$ cat config.mk
export PLATFORM = sky130hd
export DESIGN_NAME = qualified_priority_max_selector
export DESIGN_NICKNAME = d
export VERILOG_FILES = /design/src/rtl/qps_pkg.sv /design/src/rtl/qps_score.sv /design/src/rtl/qps_track.sv /design/src/rtl/qualified_priority_max_selector.sv
export SDC_FILE = /design/constraint.sdc
export NUM_CORES = 1
export LEC_CHECK = 0
export ABC_AREA = 1
export BUFFER_PORTS_ARGS = -buffer_cell sky130_fd_sc_hd__buf_2
export CORE_MARGIN = 3
export CORE_UTILIZATION = 35
export CTS_CLUSTER_SIZE = 25
export DETAILED_ROUTE_END_ITERATION = 7
export GPL_ROUTABILITY_DRIVEN = 0
export GPL_TIMING_DRIVEN = 0
export SLEW_MARGIN = 25
export SYNTH_ARGS = -nofsm -noshare
export SYNTH_HDL_FRONTEND = slang
export SYNTH_SLANG_ARGS = --single-unit
export TNS_END_PERCENT = 30
$ cat constraint.sdc
create_clock -name clk -period 7.4 [get_ports clk]
set_input_delay 0 -clock clk [delete_from_list [all_inputs] [get_ports clk]]
set_output_delay 0 -clock clk [all_outputs]
set_load 0.03 [all_outputs]
$ cat src/rtl/qps_pkg.sv
// qps_pkg: shared types and constants for the qualified priority max selector
// used by every module of the block; depends on nothing
package qps_pkg;

    localparam int MAX_ENTRIES_DEF = 16;

    localparam int CFG_IDX_W  = 2;
    localparam int CFG_DATA_W = 8;
    localparam int VOL_W      = 5;
    localparam int PRIO_W     = 8;
    localparam int BONUS_W    = 4;
    localparam int SCORE_W    = 9;
    localparam int WIDX_W     = 4;

    localparam logic [CFG_IDX_W-1:0] REG_VOLUME_THRESHOLD    = 2'd0;
    localparam logic [CFG_IDX_W-1:0] REG_FADE_PRIORITY_FLOOR = 2'd1;
    localparam logic [CFG_IDX_W-1:0] REG_CURRENT_BONUS       = 2'd2;

    localparam logic [VOL_W-1:0]   VOLUME_THRESHOLD_RST    = 5'd6;
    localparam logic [PRIO_W-1:0]  FADE_PRIORITY_FLOOR_RST = 8'd90;
    localparam logic [BONUS_W-1:0] CURRENT_BONUS_RST       = 4'd4;

    typedef enum logic [1:0] {
        ACT_KEEP   = 2'd0,
        ACT_SWITCH = 2'd1,
        ACT_NONE   = 2'd2
    } action_t;

    typedef struct packed {
        logic [VOL_W-1:0]   volume_threshold;
        logic [PRIO_W-1:0]  fade_priority_floor;
        logic [BONUS_W-1:0] current_bonus;
    } cfg_t;

    typedef struct packed {
        logic              playing;
        logic              muted;
        logic              time_nonzero;
        logic [VOL_W-1:0]  volume;
        logic [PRIO_W-1:0] priority_req;
        logic              is_current;
        logic              fade_active;
        logic              area_drawn;
        logic              last_entry;
    } item_t;

endpackage

$ cat src/rtl/qps_score.sv
// qps_score: qualification check and score of one registered entry
// depends on qps_pkg
module qps_score (
    input  qps_pkg::item_t               item,
    input  qps_pkg::cfg_t                cfg,
    output logic [qps_pkg::SCORE_W-1:0]  score
);
    import qps_pkg::*;

    logic               disq;
    logic [SCORE_W-1:0] base;
    logic [SCORE_W-1:0] bonus;

    always_comb
    begin
        disq = !item.playing || item.muted || !item.time_nonzero
               || (item.volume < cfg.volume_threshold)
               || (item.fade_active && (item.priority_req < cfg.fade_priority_floor));
        base  = SCORE_W'(item.priority_req) + SCORE_W'(item.volume);
        bonus = item.is_current ? SCORE_W'(cfg.current_bonus) : '0;
        score = disq ? '0 : (base + bonus);
    end

endmodule

$ cat src/rtl/qps_track.sv
// qps_track: running best of a scan and the result register
// depends on qps_pkg
module qps_track #(
    parameter int MAX_ENTRIES = qps_pkg::MAX_ENTRIES_DEF
) (
    input  logic                          clk,
    input  logic                          rst_n,
    input  logic                          item_valid,
    input  logic [qps_pkg::SCORE_W-1:0]   score,
    input  logic                          is_current,
    input  logic                          area_drawn,
    input  logic                          last_entry,
    output logic                          take,
    output logic                          out_valid,
    input  logic                          out_stall,
    output logic                          winner_valid,
    output logic [qps_pkg::WIDX_W-1:0]    winner_index,
    output logic [qps_pkg::SCORE_W-1:0]   winner_score,
    output logic [1:0]                    action,
    output logic                          clear_area
);
    import qps_pkg::*;

    localparam int CW = $clog2(MAX_ENTRIES + 1);
    localparam int IW = $clog2(MAX_ENTRIES);

    logic [SCORE_W-1:0] best_score_reg, best_score_next;
    logic [IW-1:0]      best_index_reg, best_index_next;
    logic               best_is_current_reg, best_is_current_next;
    logic               current_seen_reg, current_seen_next;
    logic [CW-1:0]      entry_count_reg, entry_count_next;

    logic               res_valid_reg, res_valid_next;
    logic               res_winner_reg;
    logic [WIDX_W-1:0]  res_index_reg;
    logic [SCORE_W-1:0] res_score_reg;
    action_t            res_action_reg;
    logic               res_clear_reg;

    logic               in_range;
    logic               better;
    logic [SCORE_W-1:0] upd_score;
    logic [IW-1:0]      upd_index;
    logic               upd_is_current;
    logic               upd_seen;
    logic [IW+WIDX_W-1:0] index_ext;
    logic               emit;

    always_comb
    begin
        take      = item_valid && (!last_entry || !res_valid_reg || !out_stall);
        emit      = take && last_entry;
        in_range  = entry_count_reg < CW'(MAX_ENTRIES);
        better    = in_range && (score > best_score_reg);
        upd_score      = better ? score : best_score_reg;
        upd_index      = better ? entry_count_reg[IW-1:0] : best_index_reg;
        upd_is_current = better ? is_current : best_is_current_reg;
        upd_seen       = current_seen_reg | is_current;
        index_ext      = {{WIDX_W{1'b0}}, upd_index};
    end

    always_comb
    begin
        best_score_next      = best_score_reg;
        best_index_next      = best_index_reg;
        best_is_current_next = best_is_current_reg;
        current_seen_next    = current_seen_reg;
        entry_count_next     = entry_count_reg;
        if (take)
        begin
            if (last_entry)
            begin
                best_score_next      = '0;
                best_index_next      = '0;
                best_is_current_next = 1'b0;
                current_seen_next    = 1'b0;
                entry_count_next     = '0;
            end
            else
            begin
                best_score_next      = upd_score;
                best_index_next      = upd_index;
                best_is_current_next = upd_is_current;
                current_seen_next    = upd_seen;
                entry_count_next     = in_range ? entry_count_reg + CW'(1) : entry_count_reg;
            end
        end
        res_valid_next = emit || (res_valid_reg && out_stall);
    end

    always_ff @(posedge clk or negedge rst_n)
    begin
        if (!rst_n)
        begin
            best_score_reg      <= '0;
            best_index_reg      <= '0;
            best_is_current_reg <= 1'b0;
            current_seen_reg    <= 1'b0;
            entry_count_reg     <= '0;
            res_valid_reg       <= 1'b0;
        end
        else
        begin
            best_score_reg      <= best_score_next;
            best_index_reg      <= best_index_next;
            best_is_current_reg <= best_is_current_next;
            current_seen_reg    <= current_seen_next;
            entry_count_reg     <= entry_count_next;
            res_valid_reg       <= res_valid_next;
        end
    end

    // result beat payload
    always_ff @(posedge clk)
    begin
        if (emit)
        begin
            if (upd_score != '0)
            begin
                res_winner_reg <= 1'b1;
                res_index_reg  <= index_ext[WIDX_W-1:0];
                res_score_reg  <= upd_score;
                if (upd_is_current)
                begin
                    res_action_reg <= ACT_KEEP;
                    res_clear_reg  <= 1'b0;
                end
                else
                begin
                    res_action_reg <= ACT_SWITCH;
                    res_clear_reg  <= area_drawn;
                end
            end
            else
            begin
                res_winner_reg <= 1'b0;
                res_index_reg  <= '0;
                res_score_reg  <= '0;
                res_action_reg <= ACT_NONE;
                res_clear_reg  <= upd_seen && area_drawn;
            end
        end
    end

    assign out_valid    = res_valid_reg;
    assign winner_valid = res_winner_reg;
    assign winner_index = res_index_reg;
    assign winner_score = res_score_reg;
    assign action       = res_action_reg;
    assign clear_area   = res_clear_reg;

endmodule

$ cat src/rtl/qualified_priority_max_selector.sv
// qualified_priority_max_selector: top level with config registers and input register
// depends on qps_pkg, qps_score, qps_track
//
// Takes one candidate entry per beat and gives one result beat when the entry
// marked last_entry has been taken. Each entry goes input register -> score and
// compare -> scan state / result register; a scan's result is registered when its
// last entry is taken from the input register. The block sustains one entry per
// cycle; only a full, stalled result register holds back input, and only a last
// entry waits for it. Entries beyond MAX_ENTRIES in a scan are left out of selection.
// The user writes configuration via cfg_wr_en only while idle; it is not enforced.
module qualified_priority_max_selector #(
    parameter int MAX_ENTRIES = qps_pkg::MAX_ENTRIES_DEF
) (
    input  logic                            clk,
    input  logic                            rst_n,
    input  logic                            cfg_wr_en,
    input  logic [qps_pkg::CFG_IDX_W-1:0]   cfg_index,
    input  logic [qps_pkg::CFG_DATA_W-1:0]  cfg_data,
    input  logic                            in_valid,
    output logic                            in_stall,
    input  logic                            playing,
    input  logic                            muted,
    input  logic                            time_nonzero,
    input  logic [qps_pkg::VOL_W-1:0]       volume,
    input  logic [qps_pkg::PRIO_W-1:0]      priority_req,
    input  logic                            is_current,
    input  logic                            fade_active,
    input  logic                            area_drawn,
    input  logic                            last_entry,
    output logic                            out_valid,
    input  logic                            out_stall,
    output logic                            winner_valid,
    output logic [qps_pkg::WIDX_W-1:0]      winner_index,
    output logic [qps_pkg::SCORE_W-1:0]     winner_score,
    output logic [1:0]                      action,
    output logic                            clear_area
);
    import qps_pkg::*;

    cfg_t               cfg_reg;
    logic               item_valid_reg, item_valid_next;
    item_t              item_reg;
    logic               take;
    logic               accept;
    logic [SCORE_W-1:0] score;

    // config registers
    always_ff @(posedge clk or negedge rst_n)
    begin
        if (!rst_n)
        begin
            cfg_reg.volume_threshold    <= VOLUME_THRESHOLD_RST;
            cfg_reg.fade_priority_floor <= FADE_PRIORITY_FLOOR_RST;
            cfg_reg.current_bonus       <= CURRENT_BONUS_RST;
        end
        else if (cfg_wr_en)
        begin
            unique case (cfg_index)
                REG_VOLUME_THRESHOLD:    cfg_reg.volume_threshold    <= cfg_data[VOL_W-1:0];
                REG_FADE_PRIORITY_FLOOR: cfg_reg.fade_priority_floor <= cfg_data[PRIO_W-1:0];
                REG_CURRENT_BONUS:       cfg_reg.current_bonus       <= cfg_data[BONUS_W-1:0];
                default:                 cfg_reg                     <= cfg_reg;
            endcase
        end
    end

    assign in_stall = item_valid_reg && !take;
    assign accept   = in_valid && !in_stall;

    always_comb
    begin
        item_valid_next = accept || (item_valid_reg && !take);
    end

    always_ff @(posedge clk or negedge rst_n)
    begin
        if (!rst_n)
        begin
            item_valid_reg <= 1'b0;
        end
        else
        begin
            item_valid_reg <= item_valid_next;
        end
    end

    // input beat register
    always_ff @(posedge clk)
    begin
        if (accept)
        begin
            item_reg.playing      <= playing;
            item_reg.muted        <= muted;
            item_reg.time_nonzero <= time_nonzero;
            item_reg.volume       <= volume;
            item_reg.priority_req <= priority_req;
            item_reg.is_current   <= is_current;
            item_reg.fade_active  <= fade_active;
            item_reg.area_drawn   <= area_drawn;
            item_reg.last_entry   <= last_entry;
        end
    end

    qps_score u_score (
        .item  (item_reg),
        .cfg   (cfg_reg),
        .score (score)
    );

    qps_track #(
        .MAX_ENTRIES (MAX_ENTRIES)
    ) u_track (
        .clk          (clk),
        .rst_n        (rst_n),
        .item_valid   (item_valid_reg),
        .score        (score),
        .is_current   (item_reg.is_current),
        .area_drawn   (item_reg.area_drawn),
        .last_entry   (item_reg.last_entry),
        .take         (take),
        .out_valid    (out_valid),
        .out_stall    (out_stall),
        .winner_valid (winner_valid),
        .winner_index (winner_index),
        .winner_score (winner_score),
        .action       (action),
        .clear_area   (clear_area)
    );

endmodule

==> summary.txt, run 1 <==
Run status
  – Status: complete, no violations

Drt
  – Drt first pass iters: 6
  – Total Routed Length: 8340 microns
  – DR iter-0 viols: 147
  – Vias post-DR: 3130
  – Vias per std cell: 4.53
  – DRC violation count after routing: 0
  – Final ANT Viol Nets: 0
  – WL/cell: 12.1 microns

Timing
  – F_max: 233 MHz
  – Setup TNS Final: 0 ns
  – Clock period minus worst slack: 4.30 ns
  – Worst-Margin Slew: 0.915 ns
  – RSZ-0062 raised after global routing: false
  – Final worst slack: 3.10 ns
  – Endpoints failing hold: 0
  – Clock Skews: 0.00446 ns
  – Slew HR: 39.0%
  – Setup violations, final: 0
  – Hold Slack: 0.127 ns
  – Final Slew Violations: 0
  – Tcrit/Tclk final: 58.1%

Synthesis
  – Cell variety after synth: 32
  – Mapped cell area: 4130 sq um
  – Avg Cell Area, Syn: 9.23 sq um
  – Mux contribution to synthesized area: 0%
  – Post-Synth Adder-Cell Area: 10.6%
  – Syn Nets: 514
  – Synth Instances: 447
  – Sequential share of the synthesized area: 50.8%
  – Synth Area in Simple Gates: 21.2%
  – Xor/xnor share of the synthesized area: 0.637%
  – Synth Area in Compound Gates: 6.67%
  – Yosys reg bits: 76
  – Yosys warns: 0
  – Largest family of logic cells by synthesized area: simple AND/OR/NAND/NOR gates

Cells and area
  – Syn-to-layout area delta: 26.4%
  – Final Core Density: 45.5%
  – Max reg flops: 20
  – Post-route cell area: 5210 sq um
  – Share of layout cells above drive strength 1: 20.8%
  – ANT cells: 0
  – Final Net Count: 610
  – Most common cell after layout, fill and taps aside: nand2_1
  – Most frequent cells in the layout: nand2_1, inv_1, buf_2
  – Post-Layout Cell Count: 691

Critical path
  – Worst path most repeated cell: nand2_1
  – CP endpoint kind: flip-flop
  – Worst path required time: 7.49 ns
  – Worst setup SP type: flip-flop
  – Slowest CP cell: edfxtp_1
  – CP arrival: 4.38 ns
  – Crit-path max FO: 10
  – Worst Setup Path Type: flip-flop to flip-flop
  – Largest stage delay, worst path: 0.49 ns

Floorplan
  – CORE AREA: 11500 sq um
  – Initial cell density of the core: 36.0%
  – Row count: 39
  – Die extent in x: 115 microns
  – Ports: 54
  – Die area: 13100 sq um
  – Die H: 115 microns

Global routing
  – Gr ovfl total: 0
  – Antenna violations before repair: 0
  – Total track usage: 13.9%
  – Largest net degree at the start of global routing: 40
  – First-pass GRT wire length: 14300 microns
  – Number of global-route vias before repair: 3071

Place
  – PortBufs: 53
  – DP HPWL: 6210 microns
  – Area post-placement: 4580 sq um
  – Placed Cells: 644
  – Placement Setup Slack: 3.05 ns

Run
  – Max-cap viol count: 0

Pwr
  – Leakage: 2.66 nW
  – PD cells: 330 nW/um^2
  – Max VDD drop: 0.215 mV
  – Pwr Total: 1.72 mW

Clocking
  – Bufs on Longest Clock Path: 2
  – H-tree depth: 3
  – Clock Latency Late Sink: 0.34 ns
  – Root buf cell: clkbuf_16
  – Clock transition at path regs: 0.06 ns
  – CTS tree: built
  – Clock Sink Count: 76
  – Clock buffer count from CTS: 9
  – Post-CTS Setup Inserts: 0

Hold path
  – Min-Delay Path Class: input port to flip-flop
[Yosys cell counts, drive strengths merged]
library cell,instances,share of area (%)
ha,27,8.2
a21o,1,0.18
dfstp,7,4.5
nand3,28,3.9
dfrtp,32,19
nand4,2,0.30
a21oi,13,1.7
fa,5,2.4
edfxtp,37,27
nand2,122,12
buf,2,0.85
clkbuf,3,0.27
xor2,1,0.21
nor2,27,3.7
inv,96,8.9
nand3b,5,0.91
o21ai,26,3.2
o22ai,11,1.7
xnor2,2,0.42
[critical path: cells and delay by family (launching register included)]
family                   cells  cell delay, ns
AO/OA/AOI/OAI                1            0.05
adder cells (fa/ha/maj)      4            1.29
buffers and inverters        7            0.58
flip-flops                   1            0.49
AND/OR/NAND/NOR             19            1.61
[repair_timing]
action                                  CTS  global route
resized for setup                         0             0
hold endpoints to repair                 71             0
endpoints found under the setup margin    0             0
hold buffers                             31             0
[per-layer routing]
layer | wire [microns] | track usage, % | part of all wire, % | vias up
li1 | - | - | - | 1617
met1 | 3660 | 16.7 | 44 | 1425
met2 | 4150 | 23.6 | 50 | 77
met3 | 385 | 4.28 | 4.6 | 11
met4 | 140 | 4.91 | 1.7 | 0
met5 | 0 | 0 | 0 | -
[final cells by class]
| class | instances | area [sq um] |
|---|---|---|
| Clock buffer | 12 | 246 |
| Timing Repair Buffer | 85 | 587 |
| Clock inverter | 4 | 72.6 |
| Fill cell | 1103 | 6250 |
| Multi-Input combinational cell | 270 | 1620 |
| Buffer | 5 | 46.3 |
| Inverter | 96 | 368 |
| Sequential cell | 76 | 2100 |
| Tap cell | 143 | 179 |
[worst paths after layout]
path	startpoint	end	slack, ns	cells past startpoint
worst max-delay path	item_reg[3]	u_track.action[0]	3.10	31
max in group asynchronous	rst_n	u_track.best_score_reg[6]	6.50	2
worst min-delay path	cfg_wr_en	cfg_reg[2]	0.13	3
worst max register to register	item_reg[3]	u_track.action[0]	3.10	31
worst min register to register	u_track.best_is_current_reg	u_track.best_is_current_reg	0.48	2
min in group asynchronous	rst_n	cfg_reg[4]	0.33	2
[power breakdown]
part / total [mW] / switching, mW / internal, mW
combinational: 0.677 / 0.434 / 0.243
clock: 0.473 / 0.169 / 0.304
sequential: 0.571 / 0.0274 / 0.544
total: 1.72 / 0.631 / 1.09
[kinds of logic (layout without fill, tap and decap cells)]
| group | Yosys count | in the layout |
|---|---|---|
| AOI/OAI and AO/OA | 51 | 51 |
| xor gates and xnor gates | 3 | 3 |
| adders and majority gates | 32 | 32 |
| buffers and inverters | 101 | 202 |
| DFF | 76 | 76 |
| and+or+nand+nor | 184 | 184 |
No activity file was read; power rests on OpenSTA's default activity.
==> run 2: changes to the inputs <==
- ABC_AREA: 1 -> 0
- clock period: 7.4 -> 4.29 ns (I/O delays scaled with it)
==> summary.txt, run 2 <==
Cells and area
  – Share of layout cells above drive strength 1: 33.1% (+12 points)
  – Most frequent cells in the layout: buf_2, edfxtp_1
  – Most common cell after layout, fill and taps aside: buf_2
  – Max reg flops: 20 (unchanged)
  – Syn-to-layout area delta: 35.7%
  – ANT cells: 0 (unchanged)
  – Final Net Count: 527 (-14%)

Floorplan
  – CORE AREA: 10500 sq um (-8.4%)
  – Die area: 12300 sq um (-6.1%)
  – Die extent in x: 111 microns (-3.1%)
  – Die H: 111 microns (-3.1%)
  – Initial cell density of the core: 36.7% (+0.74 points)
  – Row count: 37 (-5.1%)
  – Ports: 54 (unchanged)

Critical path
  – R2r setup slk: -0.21 ns (-3.32 ns)
  – Reg2reg start: item_reg[3]
  – Worst R2R End: u_track.clear_area
  – Crit path capture: u_track.clear_area
  – Critical Path Start: item_reg[3]
  – Worst path required time: 4.40 ns (-3.09 ns)
  – FF-to-FF path depth: 18 (-42%)
  – Worst Setup Path Type: flip-flop to flip-flop
  – Worst setup SP type: flip-flop
  – Crit-path max FO: 8 (-2)
  – CP arrival: 4.62 ns (+0.24 ns)
  – CP endpoint kind: flip-flop

Pwr
  – Max VDD drop: 0.213 mV (-0.88%)
  – Pwr Total: 2.04 mW (+18%)
  – Leakage: 2.30 nW (-13%)
  – PD cells: 389 nW/um^2 (+18%)

Hold path
  – Min-Delay Path Class: input port to flip-flop

Clocking
  – Root buf cell: clkbuf_8
  – Clock transition at path regs: 0.09 ns (+0.03 ns)
  – Clock Latency Late Sink: 0.35 ns (about the same)
  – CTS tree: built
  – H-tree depth: 3 (unchanged)
  – Clock Sink Count: 76 (unchanged)
  – Clock buffer count from CTS: 9 (unchanged)
  – Bufs on Longest Clock Path: 2 (unchanged)

Global routing
  – Antenna violations before repair: 0 (unchanged)
  – First-pass GRT wire length: 13700 microns (-4.2%)
  – Largest net degree at the start of global routing: 40 (unchanged)
  – Total track usage: 13.6% (-0.32 points)
  – Gr ovfl total: 0 (unchanged)
  – Number of global-route vias before repair: 2919 (-4.9%)

Timing
  – Setup violations, final: 10 (+10)
  – Final worst slack: -0.215 ns (-3.32 ns)
  – Endpoints failing hold: 0 (unchanged)
  – Worst-Margin Slew: 0.933 ns (+0.0181 ns)
  – Final Slew Violations: 0 (unchanged)
  – RSZ-0062 raised after global routing: true
  – F_max: 222 MHz (-4.6%)
  – Clock Skews: 0.0141 ns (+0.00965 ns)
  – Tcrit/Tclk final: 105% (+47 points)
  – Clock period minus worst slack: 4.50 ns (+0.208 ns)
  – Slew HR: 37.8% (-1.2 points)

Synthesis
  – Cell with the most instances after synthesis: edfxtp_1
  – Largest area contributor in the netlist: edfxtp_1
  – Post-synth top cells: edfxtp_1, inv_1, nand2_1
  – Synth Instances: 336 (-25%)
  – Avg Cell Area, Syn: 11.5 sq um (+24%)
  – Sequential share of the synthesized area: 54.3% (+3.5 points)
  – Yosys reg bits: 76 (unchanged)
  – Area contributors post-synth: edfxtp_1, dfrtp_1, ha_1
  – Synth top area share: 28.8% (+1.9 points)
  – Mapped cell area: 3860 sq um (-6.5%)
  – Yosys warns: 0 (unchanged)
  – Cell variety after synth: 47 (+47%)
  – Top_reg_cell synth: edfxtp_1
  – Syn Nets: 403 (-22%)
  – Async set-or-reset flop fraction in the synthesized netlist: 51.3% (unchanged)
  – Number of flops mapped to enable cells by yosys: 37 (unchanged)

Place
  – PortBufs: 53 (unchanged)
  – DP HPWL: 5610 microns (-9.7%)
  – Placement Setup Slack: -0.464 ns (-3.51 ns)

Drt
  – Total Routed Length: 8100 microns (-2.9%)
  – Vias post-DR: 2868 (-8.4%)
  – Vias per std cell: 4.77 (+5.4%)
  – Final ANT Viol Nets: 0 (unchanged)
  – WL/cell: 13.5 microns (+12%)
  – DR iter-0 viols: 67 (-54%)
  – DRC violation count after routing: 0 (unchanged)
  – Drt first pass iters: 4 (-2)

Run
  – Max-cap viol count: 0 (unchanged)

Run status
  – Failing checks: setup timing
  – Status: finished, violations left
[run 2: changes by cell type after synthesis, moves of 8 or more]
cell / before / now
nand3_1: 25 / 4
nand2_1: 111 / 33
inv_1: 86 / 33
nor2_2: 8 / 0
o22ai_1: 11 / 1
mux2_2: 0 / 13
o21ai_0: 17 / 29
inv_2: 8 / 0
o21ai_1: 9 / 1
[run 2: per-stage QoR]
stage	utilization [%]	std cells	hold WS (ns)	TNS (ns)	area [sq um]
final	49.8	601	0.0147	-0.926	5240
after global routing	49.8	601	0.00724	-6.53	5240
after CTS	47.9	592	0.0611	-2.58	5030
after detailed placement	41.0	525	0.178	-9.99	4310
after global placement	41.0	525	0.177	-8.38	4310
after floorplan	-	336	-0.296	0	3880
[run 2: where the power goes]
| part | switching [mW] | total, mW | internal, mW |
|---|---|---|---|
| Clock | 0.273 | 0.544 | 0.271 |
| Sequential | 0.0473 | 0.901 | 0.853 |
| Combinational | 0.295 | 0.593 | 0.298 |
| Total | 0.615 | 2.04 | 1.42 |
[run 2: per-layer routing]
| metal | global-route usage [%] | wire length (microns) | part of all wire, % |
|---|---|---|---|
| met1 | 17.8 | 3810 | 47 |
| met3 | 3.38 | 337 | 4.2 |
| met2 | 22.1 | 3850 | 48 |
| met5 | 0 | 0 | 0 |
| met4 | 4.19 | 101 | 1.2 |
[run 2: area by class of cell]
cell class,count,area [sq um]
buffer,7,67.6
inverter,33,124
clock inverter,5,60.1
sequential,76,2100
fill,923,5270
multi-input combinational,220,1770
clock buffer,11,131
timing repair buffer,113,816
tap,136,170
[run 2: worst min path at each step]
stage / startpoint / to / slack [ns] / cells after the start
global placement: rst_n / cfg_reg[4] / 0.18 / 1
global route: cfg_index[1] / cfg_reg[13] / 0.007 / 4
floorplan: rst_n / cfg_reg[0] / -0.30 / 0
detailed placement: rst_n / cfg_reg[4] / 0.18 / 1
finish: cfg_index[1] / cfg_reg[13] / 0.01 / 4
CTS: cfg_index[1] / cfg_reg[13] / 0.06 / 4
[run 2: kinds of logic after synthesis]
group | after synthesis | share of synthesized area, %
simple gates | 94 | 12.0
flops | 76 | 54.3
compound gates | 70 | 11.6
buf+inv | 40 | 4.18
fa+ha+maj | 32 | 11.3
mux | 19 | 5.35
xor+xnor | 5 | 1.13
[run 2: critical path: stages, from the launching register on]
cell and delay, ns:
edfxtp_1 0.44, and2_4 0.17, fa_1 0.49, ha_2 0.19, inv_2 0.04, fa_2 0.34, nand2b_4 0.16, a211oi_4 0.22
o21ai_2 0.09, xor2_2 0.20, nor2_2 0.07, ha_1 0.29, nand2_2 0.06, o21bai_4 0.18, a2111oi_4 0.42, or4b_4 0.50
o211a_1 0.15, buf_6 0.14, mux2i_1 0.11
[run 2: timing repair]
action,CTS,global route
resized for setup,17,34
hold endpoints to repair,71,0
hold buffers,32,0
setup buffers,19,8
cloned,0,1
setup endpoints to repair,31,31
pin swaps,13,13
